--- src/hrlp_pkg.sv ---
// Shared types, codes and lookup functions for the HTTP request line parser.
`timescale 1ns / 1ps

package hrlp_pkg;

    // Result kinds
    localparam logic [1:0] KIND_PATH    = 2'd0;
    localparam logic [1:0] KIND_VALUE   = 2'd1;
    localparam logic [1:0] KIND_VAL_END = 2'd2;
    localparam logic [1:0] KIND_SUMMARY = 2'd3;

    // MIME codes
    localparam logic [2:0] MIME_NONE = 3'd0;
    localparam logic [2:0] MIME_HTML = 3'd1;
    localparam logic [2:0] MIME_CSS  = 3'd2;
    localparam logic [2:0] MIME_JS   = 3'd3;
    localparam logic [2:0] MIME_JPEG = 3'd4;
    localparam logic [2:0] MIME_PNG  = 3'd5;
    localparam logic [2:0] MIME_ICO  = 3'd6;

    // Characters of interest
    localparam logic [7:0] CH_SPACE = 8'h20;
    localparam logic [7:0] CH_QUERY = 8'h3F;
    localparam logic [7:0] CH_AMP   = 8'h26;
    localparam logic [7:0] CH_EQ    = 8'h3D;
    localparam logic [7:0] CH_DOT   = 8'h2E;

    // Extensions, first character in the low byte
    localparam logic [31:0] EXT_HTML = {"l", "m", "t", "h"};
    localparam logic [31:0] EXT_CSS  = {8'h00, "s", "s", "c"};
    localparam logic [31:0] EXT_JS   = {8'h00, 8'h00, "s", "j"};
    localparam logic [31:0] EXT_JPG  = {8'h00, "g", "p", "j"};
    localparam logic [31:0] EXT_JPEG = {"g", "e", "p", "j"};
    localparam logic [31:0] EXT_PNG  = {8'h00, "g", "n", "p"};
    localparam logic [31:0] EXT_ICO  = {8'h00, "o", "c", "i"};

    typedef struct packed {
        logic [1:0] kind;
        logic [7:0] out_byte;
        logic [3:0] param_index;
        logic       is_get;
        logic       path_empty;
        logic       client_side;
        logic [2:0] mime_code;
        logic [4:0] param_count;
        logic       last;
    } res_t;

    // Up to two results caused by one request byte
    typedef struct packed {
        logic has0;
        logic has1;
        res_t r0;
        res_t r1;
    } step_t;

    function automatic logic [7:0] get_char(input logic [1:0] pos);
        logic [7:0] c;
        case (pos)
            2'd0:    c = "G";
            2'd1:    c = "E";
            2'd2:    c = "T";
            default: c = 8'h00;
        endcase
        return c;
    endfunction

    function automatic logic [2:0] mime_lookup(input logic [2:0] len,
                                               input logic [31:0] chars);
        logic [2:0] m;
        m = MIME_NONE;
        if (len == 3'd4 && chars == EXT_HTML)      m = MIME_HTML;
        else if (len == 3'd3 && chars == EXT_CSS)  m = MIME_CSS;
        else if (len == 3'd2 && chars == EXT_JS)   m = MIME_JS;
        else if (len == 3'd3 && chars == EXT_JPG)  m = MIME_JPEG;
        else if (len == 3'd4 && chars == EXT_JPEG) m = MIME_JPEG;
        else if (len == 3'd3 && chars == EXT_PNG)  m = MIME_PNG;
        else if (len == 3'd3 && chars == EXT_ICO)  m = MIME_ICO;
        return m;
    endfunction

endpackage

--- src/hrlp_core.sv ---
// Parser state and the per-byte step logic producing up to two results.
`timescale 1ns / 1ps

module hrlp_core #(
    parameter int MAX_PATH_LEN = 1023,
    parameter int MAX_PARAMS   = 16
) (
    input  logic                clk,
    input  logic                rst_n,
    input  logic                step_en,
    input  logic [7:0]          req_byte,
    input  logic                first_of_request,
    output hrlp_pkg::step_t     step
);

    localparam int PLW = $clog2(MAX_PATH_LEN + 1);
    localparam int PNW = $clog2(MAX_PARAMS + 2);

    localparam logic [2:0] PH_METHOD = 3'd0;
    localparam logic [2:0] PH_SLASH  = 3'd1;
    localparam logic [2:0] PH_PATH   = 3'd2;
    localparam logic [2:0] PH_QKEY   = 3'd3;
    localparam logic [2:0] PH_QVAL   = 3'd4;
    localparam logic [2:0] PH_SKIP   = 3'd5;
    localparam logic [2:0] PH_DONE   = 3'd6;

    logic [2:0]     phase_reg, phase_next, phase_eff;
    logic           match_reg, match_next, match_eff;
    logic [3:0]     mpos_reg, mpos_next, mpos_eff;
    logic [PLW-1:0] plen_reg, plen_next, plen_eff;
    logic           dot_nz_reg, dot_nz_next, dot_nz_eff;
    logic           dot_seen_reg, dot_seen_next, dot_seen_eff;
    logic [31:0]    ext_reg, ext_next, ext_eff;
    logic [2:0]     elen_reg, elen_next, elen_eff;
    logic [PNW-1:0] pn_reg, pn_next, pn_eff;

    logic [PNW-1:0] pn_inc;
    logic [PNW-1:0] pn_sum;
    logic [PNW-1:0] cnt_sat;
    logic           kept;
    logic           empty;
    hrlp_pkg::res_t summary;
    hrlp_pkg::res_t val_end;

    // A first byte restarts from the reset state
    always_comb
    begin
        if (first_of_request)
        begin
            phase_eff    = PH_METHOD;
            match_eff    = 1'b1;
            mpos_eff     = '0;
            plen_eff     = '0;
            dot_nz_eff   = 1'b0;
            dot_seen_eff = 1'b0;
            ext_eff      = '0;
            elen_eff     = '0;
            pn_eff       = '0;
        end
        else
        begin
            phase_eff    = phase_reg;
            match_eff    = match_reg;
            mpos_eff     = mpos_reg;
            plen_eff     = plen_reg;
            dot_nz_eff   = dot_nz_reg;
            dot_seen_eff = dot_seen_reg;
            ext_eff      = ext_reg;
            elen_eff     = elen_reg;
            pn_eff       = pn_reg;
        end
    end

    assign kept   = (pn_eff < PNW'(MAX_PARAMS));
    assign pn_inc = (pn_eff <= PNW'(MAX_PARAMS)) ? pn_eff + 1'b1 : pn_eff;
    // In the query phases the closing pair is counted before the summary
    assign pn_sum = (phase_eff == PH_QKEY || phase_eff == PH_QVAL) ? pn_inc : pn_eff;
    assign cnt_sat = (pn_sum > PNW'(MAX_PARAMS)) ? PNW'(MAX_PARAMS) : pn_sum;
    assign empty  = (plen_eff == '0);

    always_comb
    begin
        summary      = '0;
        summary.kind = hrlp_pkg::KIND_SUMMARY;
        summary.last = 1'b1;
        if (match_eff)
        begin
            summary.is_get      = 1'b1;
            summary.path_empty  = empty;
            summary.client_side = empty | dot_seen_eff;
            summary.param_count = 5'(cnt_sat);
            if (!empty && plen_eff >= PLW'(3) && dot_seen_eff && dot_nz_eff)
                summary.mime_code = hrlp_pkg::mime_lookup(elen_eff, ext_eff);
        end
        else
        begin
            summary.path_empty  = 1'b1;
            summary.client_side = 1'b1;
        end
    end

    always_comb
    begin
        val_end             = '0;
        val_end.kind        = hrlp_pkg::KIND_VAL_END;
        val_end.param_index = 4'(pn_eff);
    end

    always_comb
    begin
        phase_next    = phase_eff;
        match_next    = match_eff;
        mpos_next     = mpos_eff;
        plen_next     = plen_eff;
        dot_nz_next   = dot_nz_eff;
        dot_seen_next = dot_seen_eff;
        ext_next      = ext_eff;
        elen_next     = elen_eff;
        pn_next       = pn_eff;
        step          = '0;

        case (phase_eff)
            PH_METHOD:
            begin
                if (req_byte == hrlp_pkg::CH_SPACE)
                begin
                    match_next = match_eff && (mpos_eff == 4'd3);
                    phase_next = PH_SLASH;
                end
                else
                begin
                    if (mpos_eff >= 4'd3 || hrlp_pkg::get_char(mpos_eff[1:0]) != req_byte)
                        match_next = 1'b0;
                    if (mpos_eff != 4'd15)
                        mpos_next = mpos_eff + 4'd1;
                end
            end
            PH_SLASH:
            begin
                phase_next = match_eff ? PH_PATH : PH_SKIP;
            end
            PH_SKIP:
            begin
                if (req_byte == hrlp_pkg::CH_SPACE)
                begin
                    step.has0  = 1'b1;
                    step.r0    = summary;
                    phase_next = PH_DONE;
                end
            end
            PH_PATH:
            begin
                if (req_byte == hrlp_pkg::CH_SPACE)
                begin
                    step.has0  = 1'b1;
                    step.r0    = summary;
                    phase_next = PH_DONE;
                end
                else if (req_byte == hrlp_pkg::CH_QUERY)
                begin
                    pn_next    = '0;
                    phase_next = PH_QKEY;
                end
                else if (plen_eff < PLW'(MAX_PATH_LEN))
                begin
                    if (req_byte == hrlp_pkg::CH_DOT)
                    begin
                        dot_nz_next   = !empty;
                        dot_seen_next = 1'b1;
                        ext_next      = '0;
                        elen_next     = '0;
                    end
                    else if (elen_eff < 3'd4)
                    begin
                        // Earlier lanes are already zero past the length
                        ext_next[8*elen_eff[1:0] +: 8] = req_byte;
                        elen_next = elen_eff + 3'd1;
                    end
                    else
                    begin
                        elen_next = 3'd5;
                    end
                    plen_next          = plen_eff + 1'b1;
                    step.has0          = 1'b1;
                    step.r0.kind       = hrlp_pkg::KIND_PATH;
                    step.r0.out_byte   = req_byte;
                end
            end
            PH_QKEY, PH_QVAL:
            begin
                if (req_byte == hrlp_pkg::CH_SPACE || req_byte == hrlp_pkg::CH_AMP)
                begin
                    pn_next = pn_inc;
                    if (kept)
                    begin
                        step.has0 = 1'b1;
                        step.r0   = val_end;
                        if (req_byte == hrlp_pkg::CH_SPACE)
                        begin
                            step.has1 = 1'b1;
                            step.r1   = summary;
                        end
                    end
                    else if (req_byte == hrlp_pkg::CH_SPACE)
                    begin
                        step.has0 = 1'b1;
                        step.r0   = summary;
                    end
                    phase_next = (req_byte == hrlp_pkg::CH_SPACE) ? PH_DONE : PH_QKEY;
                end
                else if (phase_eff == PH_QKEY)
                begin
                    if (req_byte == hrlp_pkg::CH_EQ)
                        phase_next = PH_QVAL;
                end
                else if (kept)
                begin
                    step.has0           = 1'b1;
                    step.r0.kind        = hrlp_pkg::KIND_VALUE;
                    step.r0.out_byte    = req_byte;
                    step.r0.param_index = 4'(pn_eff);
                end
            end
            default:
            begin
                // Drop bytes until the next request starts
            end
        endcase
    end

    always_ff @(posedge clk or negedge rst_n)
    begin
        if (!rst_n)
        begin
            phase_reg    <= PH_METHOD;
            match_reg    <= 1'b1;
            mpos_reg     <= '0;
            plen_reg     <= '0;
            dot_nz_reg   <= 1'b0;
            dot_seen_reg <= 1'b0;
            ext_reg      <= '0;
            elen_reg     <= '0;
            pn_reg       <= '0;
        end
        else if (step_en)
        begin
            phase_reg    <= phase_next;
            match_reg    <= match_next;
            mpos_reg     <= mpos_next;
            plen_reg     <= plen_next;
            dot_nz_reg   <= dot_nz_next;
            dot_seen_reg <= dot_seen_next;
            ext_reg      <= ext_next;
            elen_reg     <= elen_next;
            pn_reg       <= pn_next;
        end
    end

    a_pair_shape: assert property (@(posedge clk) disable iff (!rst_n)
        step.has1 |-> (step.has0 && step.r0.kind == hrlp_pkg::KIND_VAL_END
                       && step.r1.kind == hrlp_pkg::KIND_SUMMARY))
        else $error("second result is not a summary after a value end");

    a_done_after_summary: assert property (@(posedge clk) disable iff (!rst_n)
        (step_en && step.has0 && step.r0.kind == hrlp_pkg::KIND_SUMMARY)
        |=> (phase_reg == PH_DONE))
        else $error("parser did not finish after a summary");

    a_path_bound: assert property (@(posedge clk) disable iff (!rst_n)
        (plen_reg <= PLW'(MAX_PATH_LEN)) && (pn_reg <= PNW'(MAX_PARAMS + 1)))
        else $error("path length or parameter count past its bound");

endmodule

--- src/hrlp_out_queue.sv ---
// Result queue: holds step records and hands out their results one at a time.
`timescale 1ns / 1ps

module hrlp_out_queue (
    input  logic            clk,
    input  logic            rst_n,
    input  logic            push,
    input  hrlp_pkg::step_t push_data,
    output logic            full,
    output logic            res_valid,
    input  logic            res_stall,
    output hrlp_pkg::res_t  res
);

    localparam int DEPTH = 4;
    localparam int AW    = $clog2(DEPTH);

    hrlp_pkg::step_t  entry_reg [DEPTH];
    logic [AW-1:0]    head_reg, head_next;
    logic [AW-1:0]    tail_reg, tail_next;
    logic [AW:0]      count_reg, count_next;
    logic             sub_reg, sub_next;
    logic             take;
    logic             pop;
    hrlp_pkg::step_t  head_entry;

    assign head_entry = entry_reg[head_reg];
    assign full       = (count_reg == (AW+1)'(DEPTH));
    assign res_valid  = (count_reg != '0);
    assign res        = sub_reg ? head_entry.r1 : head_entry.r0;
    assign take       = res_valid && !res_stall;
    // Advance past the record once its last result leaves
    assign pop        = take && (sub_reg || !head_entry.has1);

    always_comb
    begin
        head_next  = pop ? head_reg + 1'b1 : head_reg;
        tail_next  = push ? tail_reg + 1'b1 : tail_reg;
        sub_next   = take ? !pop : sub_reg;
        count_next = count_reg + (push ? 1'b1 : 1'b0) - (pop ? 1'b1 : 1'b0);
    end

    always_ff @(posedge clk or negedge rst_n)
    begin
        if (!rst_n)
        begin
            head_reg  <= '0;
            tail_reg  <= '0;
            count_reg <= '0;
            sub_reg   <= 1'b0;
        end
        else
        begin
            head_reg  <= head_next;
            tail_reg  <= tail_next;
            count_reg <= count_next;
            sub_reg   <= sub_next;
        end
    end

    always_ff @(posedge clk)
    begin
        if (push)
            entry_reg[tail_reg] <= push_data;
    end

    a_no_overflow: assert property (@(posedge clk) disable iff (!rst_n)
        full |-> !push)
        else $error("record pushed into a full queue");

    a_sub_has_second: assert property (@(posedge clk) disable iff (!rst_n)
        sub_reg |-> (res_valid && head_entry.has1))
        else $error("second result selected on a single-result record");

    a_count_tracks: assert property (@(posedge clk) disable iff (!rst_n)
        (push && !pop) |=> (count_reg == $past(count_reg) + 1'b1))
        else $error("queue count lost a push");

endmodule

--- src/http_request_line_parser.sv ---
// Top level of the streaming HTTP request line parser.
`timescale 1ns / 1ps

// Channel | Handshake            | Payload
// req     | req_valid/req_stall  | req_byte, first_of_request
// res     | res_valid/res_stall  | kind, out_byte, param_index, is_get, path_empty,
//         |                      | client_side, mime_code, param_count, last
//
// One request byte is taken per cycle while the queue is not full; its results enter
// the result queue at the same edge and are offered once earlier results have left.
// A space closing a kept parameter gives two results (value end, then summary) that leave
// in turn; the four-record result queue absorbs that, so req_stall rises only when full.
// Reset clears the parser state and empties the queue.
// A stall on res holds the offered result; req keeps flowing until the queue fills.
module http_request_line_parser #(
    parameter int MAX_PATH_LEN = 1023,
    parameter int MAX_PARAMS   = 16
) (
    input  logic       clk,
    input  logic       rst_n,
    input  logic       req_valid,
    output logic       req_stall,
    input  logic [7:0] req_byte,
    input  logic       first_of_request,
    output logic       res_valid,
    input  logic       res_stall,
    output logic [1:0] kind,
    output logic [7:0] out_byte,
    output logic [3:0] param_index,
    output logic       is_get,
    output logic       path_empty,
    output logic       client_side,
    output logic [2:0] mime_code,
    output logic [4:0] param_count,
    output logic       last
);

    logic            accept;
    logic            full;
    hrlp_pkg::step_t step;
    hrlp_pkg::res_t  res;

    assign req_stall = full;
    assign accept    = req_valid && !full;

    hrlp_core #(
        .MAX_PATH_LEN (MAX_PATH_LEN),
        .MAX_PARAMS   (MAX_PARAMS)
    ) u_core (
        .clk              (clk),
        .rst_n            (rst_n),
        .step_en          (accept),
        .req_byte         (req_byte),
        .first_of_request (first_of_request),
        .step             (step)
    );

    hrlp_out_queue u_queue (
        .clk       (clk),
        .rst_n     (rst_n),
        .push      (accept && step.has0),
        .push_data (step),
        .full      (full),
        .res_valid (res_valid),
        .res_stall (res_stall),
        .res       (res)
    );

    assign kind        = res.kind;
    assign out_byte    = res.out_byte;
    assign param_index = res.param_index;
    assign is_get      = res.is_get;
    assign path_empty  = res.path_empty;
    assign client_side = res.client_side;
    assign mime_code   = res.mime_code;
    assign param_count = res.param_count;
    assign last        = res.last;

endmodule
--- config.mk ---
export PLATFORM = sky130hd
export DESIGN_NAME = http_request_line_parser
export DESIGN_NICKNAME = d
export VERILOG_FILES = /design/src/hrlp_pkg.sv /design/src/hrlp_core.sv /design/src/hrlp_out_queue.sv /design/src/http_request_line_parser.sv
export SDC_FILE = /design/constraint.sdc
export NUM_CORES = 1
export LEC_CHECK = 0
export ABC_AREA = 0
export BUFFER_PORTS_ARGS = -buffer_cell sky130_fd_sc_hd__buf_2
export CAP_MARGIN = 20
export CORE_ASPECT_RATIO = 1.5
export CORE_MARGIN = 3
export CORE_UTILIZATION = 65
export DETAILED_ROUTE_END_ITERATION = 16
export PLACE_DENSITY = 0.84
export SYNTH_ARGS = -nofsm -noshare
export SYNTH_HDL_FRONTEND = slang
export SYNTH_SLANG_ARGS = --single-unit
--- constraint.sdc ---
create_clock -name clk -period 5.5 [get_ports clk]
set_input_delay 0.55 -clock clk [delete_from_list [all_inputs] [get_ports clk]]
set_output_delay 0.55 -clock clk [all_outputs]
set_load 0.01 [all_outputs]
After elaboration in Yosys (flattened, before gate mapping):

Memory sizes are Yosys's and may differ from the RTL's.
Cells that the tools add are included.

* flip-flop bits (word level): 68
* RAM bits: 216
* output and inout bits: 28
* memories: 1

Memory list
* u_queue.entry_reg: words 4, width 54, read ports 1, clocked after Yosys merged registers in 0, wr ports 1, line hrlp_out_queue.sv:18 `hrlp_pkg::step_t entry_reg [DEPTH];`

* add/sub/neg operators: 9
* $lt $le $gt $ge: 7
* equal/unequal tests: 26
* shifts and indexed selects: 2
* mux-type cells: 103
* bitwise operators: 1
* reduce and logical (&&, ||, !) cells: 29

Operator list (count)
* $mux W32: 7
* $mux W26: 5
* $eq A32 B23 Y1 const B: 4
* $pmux W26 S3: 1
* $mux W3: 25
* $mux W10: 7
* $eq A32 B31 Y1 const B: 2
* $eq A8 B6 Y1 const B: 5
* $mux W38: 1
* $mux W5: 7
* $neg A5 Y34: 1
* $shift A8 B34 Y32 const A: 1
* $shiftx A8 B34 Y32: 1
* $bwmux W32: 1
* $eq A32 B15 Y1 const B: 1
* $mux W1: 32
* $mux W8: 4
* $mux W14: 2
* $pmux W7 S3: 1
* $mux W4: 4
* $logic_and A1 B1 Y1: 15
* $pmux W3 S5: 1
* $mux W13: 1
* $eq A3 B2 Y1 const B: 4
* other kinds (33): 44

Logic depth before layout (Yosys ltp):

* depth after elaboration: 16
* gate-level depth with buffers: 20

By module:

From an unflattened synthesis, not the netlist that was laid out.

* cell total of the unflattened synthesis: 930
* area, all modules: 12867.3 um2

By module, submodules not included
* hrlp_out_queue: instances 1, cells an instance 411, area an instance 8450.6 um2
* hrlp_core: instances 1, cells an instance 517, area an instance 4401.7 um2
* http_request_line_parser: instances 1, cells an instance 2, area an instance 15.0 um2

Worst setup path after synthesis:

Ideal clock, no wire load.

* path kind: input to register
* from: in first_of_request
* to: reg u_queue.count_reg[2]
* setup time: 0.125 ns
* arrival: 3.930 ns
* path slack: 1.445 ns
* stages: 20
* buffers on the path: 6
* path through: buf_6 buf_2 buf_1 buf_2 buf_2 nor2b_1 ha_1 nand3b_4 or4_1 buf_6 nand3_1 a31oi_4 inv_1 ha_1 inv_1 ha_1 inv_1 fa_1 xnor2_1 xnor2_1

* longest elaborated chain between the ends: 10
* elaborated cells between the ends (all ways): 22
* those cells by class: add/sub (2); order compare (2); eq/ne (4); mux (12); reduce/logical (2)

RTL lines
* from (decl): line http_request_line_parser.sv:24 `input logic first_of_request,`
* $mux W10 / $mux W5 (equally long branches): line hrlp_core.sv:48 `if (first_of_request)`
* $lt A10 B10 Y1 / $lt A5 B5 Y1 (equally long branches): line hrlp_core.sv:164, hrlp_core.sv:74
* $mux W1 (on tied branches): line hrlp_core.sv:164, hrlp_core.sv:216
* $mux W1 (on tied branches): line hrlp_core.sv:159, hrlp_core.sv:211
* $mux W1 (on tied branches): line hrlp_core.sv:153, hrlp_core.sv:191
* $pmux W1 S3 (*): line hrlp_core.sv:122 `case (phase_eff)`
* $logic_and A1 B1 Y1 (*): line http_request_line_parser.sv:61 `.push (accept && step.has0),`
* $mux W1 (*): line hrlp_out_queue.sv:40 `count_next = count_reg + (push ? 1'b1 : 1'b0) - (pop ? 1'b1 : 1'b0);`
* $add A3 B3 Y3 (*): line hrlp_out_queue.sv:40
* $sub A3 B3 Y3 (*): line hrlp_out_queue.sv:40
* named net u_queue.count_next[2]: line hrlp_out_queue.sv:21 `logic [AW:0] count_reg, count_next;`
* to (signal assigned): line hrlp_out_queue.sv:56 `count_reg <= count_next;`
* to (decl): line hrlp_out_queue.sv:21

The timed path passes the listed nets; every way through them passes the cells marked *.
A chain may end at the register's enable or synchronous reset.

Worst setup path in the final report:

* from: reg u_core.phase_reg[2]
* to: reg u_queue.count_reg[2]

* longest elaborated chain between the ends: 9
* elaborated cells between the ends (all ways): 13
* those cells by class: add/sub (2); eq/ne (4); mux (5); reduce/logical (2)

RTL lines
* from (decl): line hrlp_core.sv:27 `logic [2:0] phase_reg, phase_next, phase_eff;`
* from (signal assigned): line hrlp_core.sv:247 `phase_reg <= phase_next;`
* $mux W3 (*): line hrlp_core.sv:48
* $eq A3 B2 Y1: line hrlp_core.sv:122, hrlp_core.sv:211
* $mux W1: line hrlp_core.sv:211 `else if (phase_eff == PH_QKEY)`
* $mux W1: line hrlp_core.sv:191 `if (req_byte == hrlp_pkg::CH_SPACE || req_byte == hrlp_pkg::CH_AMP)`
* $pmux W1 S3 (*): line hrlp_core.sv:122
* $logic_and A1 B1 Y1 (*): line http_request_line_parser.sv:61
* $mux W1 (*): line hrlp_out_queue.sv:40
* $add A3 B3 Y3 (*): line hrlp_out_queue.sv:40
* $sub A3 B3 Y3 (*): line hrlp_out_queue.sv:40
* named net u_queue.count_next[2]: line hrlp_out_queue.sv:21

Marks and branches as above.

==> results.sh <==
export IMPL_post_cts_setup_buffers=0
export IMPL_critPathMaxFanout=13
export IMPL_synth_edf_count=152
export IMPL_p_leak_nw=4.355
export IMPL_syn_area_per_cell_sq_um=13.58
export IMPL_hold_viol_final=0
export IMPL_largest_reg_flops=152
export IMPL_grt_antenna_before_repair=0
export IMPL_clk_pin_slew_worst_paths_ns=0.07
export IMPL_grtUsageMet1_pct=31.31
export IMPL_crit_type="register to register"
export IMPL_clock_sinks=220
export IMPL_placed_area_sq_um=11050
export IMPL_final_util_pct=72.29
export IMPL_max_slew_margin_rel_pct=30.51
export IMPL_ys_types=87
export IMPL_synthTopCellsByArea="edfxtp_1 42%, dfrtp_1 16%, mux4_2 8.0%"
export IMPL_cts_tree="yes"
export IMPL_layout_area_overhead_vs_synth_pct=8.832
export IMPL_die_y_um=163.5
export IMPL_critical_path_slowest_cell="a21oi_1"
export IMPL_critPathMaxStageDelay_ns=0.77
export IMPL_drv_slew=0
export IMPL_h_tree_depth=1
export IMPL_nets=850
export IMPL_tns_ns=0
export IMPL_synth_area_sq_um=10750
export IMPL_grtUsageTotal_pct=26.26
export IMPL_synthCells=792
export IMPL_timing_final_crit_period_ns=3.910
export IMPL_critPathMostFrequentCell="inv_1"
export IMPL_hold_path_class="input pin to asynchronous set/reset pin"
export IMPL_timing_rr_start="u_core.phase_reg[2]"
export IMPL_r2r_cells=12
export IMPL_grt_setup_unrepaired="no"
export IMPL_gr_usage_met2_pct=47.68
export IMPL_die_w_um=111.0
export IMPL_grt_start_max_net_pins=69
export IMPL_fillers=1055
export IMPL_hold_buffers=0
export IMPL_tightest_slew_ns=1.042
export IMPL_place_hpwl_mm=15.30
export IMPL_cts_resized=0
export IMPL_synth_top_area_share_pct=42.45
export IMPL_clockRootBuffer="clkbuf_16"
export IMPL_crit_arrival_ns=4.33
export IMPL_startpoint_type="register"
export IMPL_grt_first_pass_wirelength_mm=37.93
export IMPL_ir_drop_uv=306.0
export IMPL_drcViolationCount=0
export IMPL_firstDrtPassIters=5
export IMPL_synth_top_cell_by_area="edfxtp_1"
export IMPL_cts_buffers=20
export IMPL_globalRouteMet3Util_pct=4.114
export IMPL_fin_worst_hold_slack_ns=0.2672
export IMPL_cap_viol_max_count=0
export IMPL_synth_fp_nets=823
export IMPL_fin_area_sq_um=11700
export IMPL_power_density_nw_per_um2=356.1
export IMPL_top_usage_layer="met2"
export IMPL_status="completed"
export IMPL_insertion_delay_ns=0.49
export IMPL_p_total_mw=4.167
export IMPL_clockBufferDepth=3
export IMPL_path_cells="or3b_1, a21oi_1, o221ai_1, a31oi_4, inv_1, ha_1, inv_1, ha_1, inv_1, fa_1, xnor2_1, xnor2_1"
export IMPL_ant_nets=0
export IMPL_first_global_vias=7366
export IMPL_finalSetupViolCount=0
export IMPL_vias=6960
export IMPL_gp_congestion=0.8777
export IMPL_min_period_over_period_pct=71.08
export IMPL_dieArea_sq_um=18150
export IMPL_skew_ns=0.01711
export IMPL_wire_per_inst_um=22.83
export IMPL_rows=57
export IMPL_grt_ovfl_total=0
export IMPL_r2r_end="u_queue.count_reg[2]"
export IMPL_r2r_slack_ns=1.59
export IMPL_diodes=0
export IMPL_first_iter_violations=553
export IMPL_timing_fmax_ghz=0.2558
export IMPL_core_area_sq_um=16190
export IMPL_ys_seq_area_share_pct=58.28
export IMPL_wirelength_mm=23.72
export IMPL_drive_gt1_share_pct=18.73
export IMPL_synth_seq_cells=220
export IMPL_portBuffers=40
export IMPL_cp_end_kind="register"
export IMPL_synth_flop_cell="edfxtp_1"
export IMPL_required_ns=5.92
export IMPL_ios=41
export IMPL_initial_core_util_pct=66.42
export IMPL_via_per_inst=6.699
export IMPL_yosysWarningCount=0
export IMPL_ys_async_sr_fraction_pct=30.91
==> area by class of cell <==
class	instances	area, sq um	area share [%]
sequential	220	6269	53.57
multi-input combinational	507	4193	35.83
clock buffer	26	564.3	4.822
tap	206	257.7	2.202
timing repair buffer	45	237.7	2.031
inverter	25	93.84	0.8019
clock inverter	10	87.58	0.7484
==> synthesized netlist by cell type, types with 4 or more instances <==
cell type	number
nor4_1	19
xnor2_1	7
dfrtp_1	67
nand4b_1	5
and2_1	19
o21ai_0	17
inv_1	24
a211o_1	5
a311oi_1	4
buf_1	6
mux2i_1	4
o31ai_1	4
nor2_1	51
a221o_1	5
nor3_1	8
nor2b_1	22
ha_1	17
nor4b_1	7
buf_2	16
edfxtp_1	152
a21o_1	6
a32o_1	5
nand2_1	79
clkbuf_1	13
nor3b_1	5
nand4_1	14
nand2b_1	10
nand3_1	10
buf_6	4
a21oi_1	18
nor4_4	4
a211oi_1	4
mux4_2	38
a31oi_1	4
a22o_1	33
==> critical path, delay by kind of cell, from the launching register on <==
| family | cells | cell delay, ns |
|---|---|---|
| AND/OR/NAND/NOR | 1 | 0.51 |
| buffers and inverters | 3 | 0.19 |
| adder cells (fa/ha/maj) | 3 | 0.80 |
| flip-flops | 1 | 0.58 |
| XOR/XNOR | 2 | 0.31 |
| AO/OA/AOI/OAI | 3 | 1.44 |
==> cells by family (layout without fill, tap and decap cells) <==
group | count (synthesis) | in the layout | share of synthesized area [%]
flops | 220 | 220 | 58.28
compound gates | 142 | 142 | 10.94
simple gates | 291 | 291 | 16.24
buf+inv | 65 | 106 | 2.769
mux | 46 | 46 | 8.785
xor+xnor | 10 | 10 | 0.8146
fa+ha+maj | 18 | 18 | 2.164
==> metal layers <==
layer	part of all wire (%)	routed length, um
met5	0	0
met4	3.7	873
met3	5.5	1310
met2	53	12530
met1	38	9005
==> layout by cell type, fill, tap and decap left out, types with 5 or more instances in the layout <==
cell / count
nand2b_1: 10
buf_4: 5
dfrtp_1: 66
xnor2_1: 7
buf_2: 40
nor3_1: 8
inv_1: 24
o21ai_0: 17
a21o_1: 6
nor2b_1: 22
nor4_1: 19
nand4_1: 14
nor3b_1: 5
mux4_2: 38
nor2_1: 51
nand3_1: 10
a21oi_1: 18
nor4b_1: 7
edfxtp_1: 152
a32o_1: 5
nand2_1: 79
a221o_1: 5
clkbuf_16: 21
ha_1: 17
a211o_1: 5
nand4b_1: 5
and2_1: 15
a22o_1: 33
==> worst max-delay path by stage <==
stage / start / endpoint / slack [ns] / depth (start not counted)
final: u_core.phase_reg[2] / u_queue.count_reg[2] / 1.59 / 12
after global placement: first_of_request / u_queue.count_reg[2] / 1.60 / 15
after detailed placement: first_of_request / u_queue.count_reg[2] / 1.51 / 15
after CTS: u_core.phase_reg[2] / u_queue.count_reg[2] / 1.67 / 12
after floorplan: first_of_request / u_queue.count_reg[2] / 1.44 / 20
after global routing: u_core.phase_reg[2] / u_queue.count_reg[2] / 1.30 / 12
==> report_power, final <==
group          leakage (nW)  total (mW)  switching, mW  internal (mW)
registers              2.32        1.88         0.0765           1.80
logic                  1.72       0.920          0.524          0.397
clock network         0.323        1.37          0.587          0.780
total                  4.36        4.17           1.19           2.98
==> metrics by stage <==
stage          instances  setup WS [ns]
2_1_floorplan        792          1.445
3_3_place_gp        1003          1.599
3_5_place_dp        1003          1.509
4_1_cts             1039          1.672
5_1_grt             1039          1.297
6_report            1039          1.590
No activity file was read; power rests on OpenSTA's default activity.
